**src/eqbt_pkg.sv**
```systemverilog
// ----------------------------------------------------------------------------
// eqbt_pkg
// Types, constants and helper functions shared by the Euler-to-quaternion
// body twist pipeline.
// ----------------------------------------------------------------------------
package eqbt_pkg;

  // Default number of CORDIC micro-rotations.
  localparam int CORDIC_STAGES_DEF = 16;
  // Number of tabulated arctangent entries.
  localparam int ATAN_TAPS = 24;

  // CORDIC datapath width (Q30 with growth and sign).
  localparam int CW = 34;
  localparam logic signed [CW-1:0] CORDIC_GAIN = 34'sh026DD3B6A;

  // Degree-to-turn conversion: h = 46603 * m + floor((34 * m + 45) / 90).
  localparam logic [15:0] ANG_K1    = 16'd46603;
  localparam logic [5:0]  ANG_REM   = 6'd34;
  localparam logic [5:0]  ANG_HALF  = 6'd45;
  localparam logic [20:0] ANG_RECIP = 21'd1491309;
  localparam int          ANG_SH    = 27;

  // Degrees per second to rad/s scale, split as RATE_HI * 2^17 + RATE_LO.
  localparam logic signed [17:0] RATE_HI = 18'sd73204;
  localparam logic signed [16:0] RATE_LO = 17'sd54346;

  // Widths of the vector rotation datapath.
  localparam int VW  = 32;   // input vector components
  localparam int QRW = 27;   // quaternion components in Q24
  localparam int TW  = 32;   // intermediate t terms

  typedef struct packed {
    logic signed [VW-1:0] x;
    logic signed [VW-1:0] y;
    logic signed [VW-1:0] z;
  } vec3_t;

  typedef struct packed {
    logic signed [QRW-1:0] x;
    logic signed [QRW-1:0] y;
    logic signed [QRW-1:0] z;
    logic signed [QRW-1:0] w;
  } quat_t;

  // Arctangent of 2^-idx in binary-angle units (2^32 per turn).
  function automatic logic signed [CW-1:0] atan_turn(input int idx);
    logic signed [CW-1:0] r;
    case (idx)
      0:  r = 34'sh020000000;
      1:  r = 34'sh012E4051E;
      2:  r = 34'sh009FB385B;
      3:  r = 34'sh0051111D4;
      4:  r = 34'sh0028B0D43;
      5:  r = 34'sh00145D7E1;
      6:  r = 34'sh000A2F61E;
      7:  r = 34'sh000517C55;
      8:  r = 34'sh00028BE53;
      9:  r = 34'sh000145F2F;
      10: r = 34'sh0000A2F98;
      11: r = 34'sh0000517CC;
      12: r = 34'sh000028BE6;
      13: r = 34'sh0000145F3;
      14: r = 34'sh00000A2FA;
      15: r = 34'sh00000517D;
      16: r = 34'sh0000028BE;
      17: r = 34'sh00000145F;
      18: r = 34'sh000000A30;
      19: r = 34'sh000000518;
      20: r = 34'sh00000028C;
      21: r = 34'sh000000146;
      22: r = 34'sh0000000A3;
      23: r = 34'sh000000051;
      default: r = '0;
    endcase
    return r;
  endfunction

  // Product of two Q30 values, rounded half up back to Q30.
  function automatic logic signed [CW-1:0] mul_q30(input logic signed [CW-1:0] a,
                                                   input logic signed [CW-1:0] b);
    logic signed [2*CW-1:0] p;
    p = ((2*CW)'(a) * (2*CW)'(b)) + ((2*CW)'(1) <<< 29);
    return CW'(p >>> 30);
  endfunction

endpackage

```
**src/eqbt_cordic_stage.sv**
```systemverilog
// ----------------------------------------------------------------------------
// eqbt_cordic_stage
// One registered rotation-mode CORDIC micro-rotation.
// ----------------------------------------------------------------------------
module eqbt_cordic_stage #(
  parameter int STAGE = 0
) (
  input  logic                             clk,
  input  logic signed [eqbt_pkg::CW-1:0]   x_in,
  input  logic signed [eqbt_pkg::CW-1:0]   y_in,
  input  logic signed [eqbt_pkg::CW-1:0]   z_in,
  output logic signed [eqbt_pkg::CW-1:0]   x_out,
  output logic signed [eqbt_pkg::CW-1:0]   y_out,
  output logic signed [eqbt_pkg::CW-1:0]   z_out
);
  import eqbt_pkg::*;

  localparam logic signed [CW-1:0] ATAN = atan_turn(STAGE);

  // Rotate towards zero residual angle; stages past the table pass through.
  always_ff @(posedge clk) begin
    if (STAGE >= ATAN_TAPS) begin
      x_out <= x_in;
      y_out <= y_in;
      z_out <= z_in;
    end else if (!z_in[CW-1]) begin
      x_out <= x_in - (y_in >>> STAGE);
      y_out <= y_in + (x_in >>> STAGE);
      z_out <= z_in - ATAN;
    end else begin
      x_out <= x_in + (y_in >>> STAGE);
      y_out <= y_in - (x_in >>> STAGE);
      z_out <= z_in + ATAN;
    end
  end

endmodule

```
**config.mk**
```make
export PLATFORM = sky130hd
export DESIGN_NAME = eqbt_cordic_stage
export DESIGN_NICKNAME = d
export VERILOG_FILES = /design/src/eqbt_pkg.sv /design/src/eqbt_cordic_stage.sv
export SDC_FILE = /design/constraint.sdc
export NUM_CORES = 1
export LEC_CHECK = 0
export ABC_CLOCK_PERIOD_IN_PS = 4700
export BUFFER_PORTS_ARGS = -buffer_cell sky130_fd_sc_hd__buf_2
export CORE_MARGIN = 2
export CORE_UTILIZATION = 55
export DETAILED_ROUTE_END_ITERATION = 7
export PLACE_DENSITY = 0.84
export SLEW_MARGIN = 20
export SYNTH_ARGS = -nofsm -noshare
export SYNTH_HDL_FRONTEND = slang
export SYNTH_SLANG_ARGS = --single-unit
```
**constraint.sdc**
```tcl
create_clock -name clk -period 4.7 [get_ports clk]
set_input_delay 0.94 -clock clk [delete_from_list [all_inputs] [get_ports clk]]
set_output_delay 0.94 -clock clk [all_outputs]
set_load 0.02 [all_outputs]
```
==> results.tsv, run 1 <==
metric	value	unit
CP max stage delay	580	ps
antenna violations before repair	0	
clock-pin slew on the worst setup and hold paths	80	ps
H-tree levels	3	
final setup fails	0	
I/O pin count	205	
Lkg Pwr	4.55	nW
# rows	44	
Vias	8193	
Total GRT Usage	0.315	
grt ovf	0	
min setup slack post-route	862	ps
Crit-path slowest cell	a221oi_1	
global-route wire length before repair	40.3	mm
clock net sink count	101	
crit path cell chain	buf_2 -> inv_1 -> ha_1 -> a21oi_1 -> nor3b_1 -> a21oi_1 -> a221oi_1 -> nor4_1 -> o32a_1 -> a221oi_1 -> mux2i_1 -> xnor2_1	
1st-pass router iterations	5	
Detail Route Antenna Nets	0	
CP Buf/Inv Count	2	
vias in the first global route	7820	
Top FF cell, synth	dfxtp_1	
Nets	1412	
clock buffer depth	2	
sequential share of the synthesized area	0.251	
Post-Route WL	25.2	mm
share of layout cells above drive strength 1	0.197	
Setup TNS	0	ps
CP Class	input pin to register	
Cells after DPL	1375	
worst-path maximum fanout	12	
die area	0.0156	mm²
diode count	0	
Max-slew headroom	0.385	
synth cell count leaders	a21oi_1, inv_1, ha_1, dfxtp_1, nor2_1	
CTS resizes	0	
leading area contributor after synthesis	dfxtp_1	
Final Instance Count excl. Fillers	1391	
Final Max Slew Viols	0	
Synth top area share	0.251	
CORE AREA	0.0144	mm²
fin crit period	3840	ps
status	finished clean	
synth unique cells	74	
f_max	0.261	GHz
peak supply drop	0.194	mV
syn nets	1238	
#FFs+latches synth	101	
Die Width	125	µm
cells after synthesis	1028	
Worst Hold Class	input pin to register	
# hold bufs at CTS	0	
Critical Path RT	4950	ps
# fillers	1313	
Port Buf Inserts	204	
largest cells by area after synthesis	dfxtp_1, ha_1, a21oi_1, xnor2_1, inv_1	
worst hold path stage count	1	
starting DRC count in detailed routing	796	
Syn Area/Cell	7.84	µm²
post-DP HPWL	20.0	mm
Mapped Area	0.00806	mm²
warnings from Yosys	0	
Worst path top cell family by delay	compound AO/OA/AOI/OAI gates	
maxcap violations	0	
Starting Density	0.559	
synthesis-to-finish area growth	17.3	%
Tcrit/Tclk final	0.817	
chip height	125	µm
drt wl/cell	18.1	µm
RD Place Congestion	0.994	
final design utilization	0.656	
Worst setup EP type	register	
top-count cell post-synth	a21oi_1	
pwr dens	331	mW/mm²
slew at the pin closest to its max-slew limit	922	ps
Vias/cell	5.89	
# Post-CTS Setup Buffers	0	
pre-CTS WS	624	ps
root buf cell	clkbuf_16	
DRC errors left	0	
Worst Path Arrival	4090	ps
Fin. Hold Viols	0	
CTS tree	yes	
Async S/R FF share, synth	0	
RSZ-0062 raised after global routing	false	
largest net degree at the start of global routing	50	
CP Launch Type	input pin	
count of flip-flops with a built-in enable after synthesis	0	
Num CTS Buffers	9	
Crit. path cell count	12	
-- cell usage in the layout, fill, tap and decap left out, drive strengths merged, types with 25 or more instances in the layout --
| cell | instances |
|---|---|
| a21oi | 130 |
| o21ai | 76 |
| dfxtp | 101 |
| buf | 206 |
| inv | 108 |
| nor2 | 87 |
| xnor2 | 58 |
| o21bai | 25 |
| nand2 | 46 |
| ha | 103 |
-- report_power, final --
group / switching (W) / total [W] / internal, W
registers: 0.0000472 / 0.00106 / 0.00101
logic: 0.000822 / 0.00127 / 0.000450
clock network: 0.000360 / 0.000794 / 0.000434
total: 0.00123 / 0.00313 / 0.00190
-- path summary, 6_finish.rpt --
| check | endpoint | from |
|---|---|---|
| min | z_out[12] | z_in[12] |
| max | y_out[26] | x_in[4] |
-- per-stage QoR --
stage                     hold slack, ps  total power (W)  instance area (µm²)
final                                682          0.00313                 9460
after global routing                 676          0.00328                 9460
after CTS                            678          0.00312                 9460
after detailed placement            1040          0.00233                 9150
after global placement              1040          0.00232                 9150
after floorplan                      968          0.00192                 8060
-- layer usage --
metal  vias to the layer above  share of wire  global-route usage
met3                        80          0.077              0.0509
met1                      3726           0.43               0.414
met5                         -              0                   0
li1                       3943              -                   -
met4                         0          0.036               0.132
met2                       444           0.46               0.516
-- sequential cells by signal (all words and copies together), names as in the netlist --
signal and cells:
y_out 33, x_out 34, z_out 34
-- kinds of logic (layout without fill, tap and decap cells) --
family	count (synthesis)	count (layout)	synth area share
compound gates	353	353	0.279
simple gates	229	229	0.133
buf+inv	155	334	0.0744
fa+ha+maj	107	107	0.170
flops	101	101	0.251
xor+xnor	65	65	0.0706
mux	18	18	0.0225
-- layout make-up --
| cell class | count | area (µm²) | area share |
|---|---|---|---|
| sequential | 101 | 2020 | 0.214 |
| timing repair buffer | 206 | 1040 | 0.110 |
| multi-input combinational | 772 | 5440 | 0.575 |
| clock inverter | 5 | 65.1 | 0.00688 |
| clock buffer | 11 | 243 | 0.0257 |
| inverter | 112 | 420 | 0.0445 |
| tap | 184 | 230 | 0.0243 |
Power figures use the tool's default switching activity.
==> inputs of run 2 (changes only) <==
ABC_CLOCK_PERIOD_IN_PS = 3880   (was 4700)
clock period = 3.88 ns   (was 4.7 ns; I/O delays follow)
==> results.tsv, run 2 (synthesized netlist as in run 1, its figures left out) <==
metric	value	unit
status	finished clean	
chip height	125	µm
fin crit period	3400	ps
Detail Route Antenna Nets	0	
final setup fails	0	
drt wl/cell	17.6	µm
Num CTS Buffers	9	
vias in the first global route	7786	
peak supply drop	0.213	mV
# rows	44	
met3 Use GR	0.0650	
largest net degree at the start of global routing	80	
leading cell type in the layout, fill and taps excluded	buf_2	
Setup TNS	0	ps
pwr dens	388	mW/mm²
GR Layer Usage met2	0.515	
global-route wire length before repair	39.6	mm
Die Width	125	µm
Starting Density	0.559	
Tcrit/Tclk final	0.876	
Lkg Pwr	4.67	nW
CTS tree	yes	
met1 usage	0.394	
CP Class	input pin to register	
1st-pass router iterations	5	
maxcap violations	0	
Max-slew headroom	0.426	
# fillers	1251	
antenna violations before repair	1	
most frequent cells in the layout	buf_2, a21oi_1, inv_1	
DRC errors left	0	
Worst Path Arrival	3630	ps
# hold bufs at CTS	0	
clock net sink count	101	
Worst Hold Class	input pin to register	
die area	0.0156	mm²
gr busiest metal	met2	
Post-Route WL	25.0	mm
worst-path maximum fanout	6	
min-delay src	z_in[3]	
post-DP HPWL	19.9	mm
Critical Path RT	4110	ps
H-tree levels	3	
Critical path origin	x_in[4]	
CORE AREA	0.0144	mm²
starting DRC count in detailed routing	924	
RSZ-0062 raised after global routing	false	
CP Launch Type	input pin	
Final Instance Count excl. Fillers	1417	
CTS resizes	0	
Nets	1439	
Vias	8397	
Vias/cell	5.93	
clock buffer depth	2	
RD Place Congestion	0.991	
I/O pin count	205	
Final Max Slew Viols	0	
# Post-CTS Setup Buffers	0	
Port Buf Inserts	204	
grt ovf	0	
Worst setup EP type	register	
synthesis-to-finish area growth	19.5	%
top flop regs	x_out: 34 flops, z_out: 34 flops, y_out: 33 flops	
share of layout cells above drive strength 1	0.215	
clock-pin slew on the worst setup and hold paths	70	ps
slew at the pin closest to its max-slew limit	861	ps
Total GRT Usage	0.311	
f_max	0.294	GHz
Cells after DPL	1402	
diode count	0	
root buf cell	clkbuf_16	
Fin. Hold Viols	0	
## run 2: area by class of cell
class / instances / area, µm² / share of cell area
clock buffer: 9 / 225 / 0.0234
clock inverter: 6 / 57.6 / 0.00597
inverter: 112 / 420 / 0.0436
multi-input combinational: 772 / 5440 / 0.565
sequential: 101 / 2020 / 0.210
tap: 184 / 230 / 0.0239
timing repair buffer: 233 / 1240 / 0.129
## run 2: report_power, final
group | switching (W) | internal (W)
combinational | 0.00100 | 0.000578
clock | 0.000432 | 0.000446
sequential | 0.0000512 | 0.00123
total | 0.00149 | 0.00225
## run 2: worst max-delay path, cell delays in order
cell	delay [ps]
buf_2	100
inv_1	40
ha_1	350
inv_1	210
a2111oi_1	100
buf_4	150
nor4b_1	470
o21ai_0	310
a21oi_1	310
o21ai_1	110
buf_4	160
a211oi_1	260
a21oi_1	110
xor2_1	160
## run 2: worst paths after layout
path	to	depth (start not counted)
worst max-delay path	x_out[25]	14
worst min-delay path	z_out[3]	1
## run 2: per-stage QoR
stage	util	total power [W]	hold WS, ps	cell area (µm²)	worst slack (ps)
after floorplan	-	0.00232	804	8060	697
after global placement	0.648	0.00284	878	9350	268
after detailed placement	0.648	0.00285	880	9350	194
after CTS	0.668	0.00373	503	9630	573
after global routing	0.668	0.00393	499	9630	358
final	0.668	0.00374	510	9630	479
## run 2: metal layers
layer  vias to the layer above  wire length (µm)
met5                         -                13
met4                         2               960
met3                        84              2180
met2                       485             11400
met1                      3820             10400
li1                       4006                 -
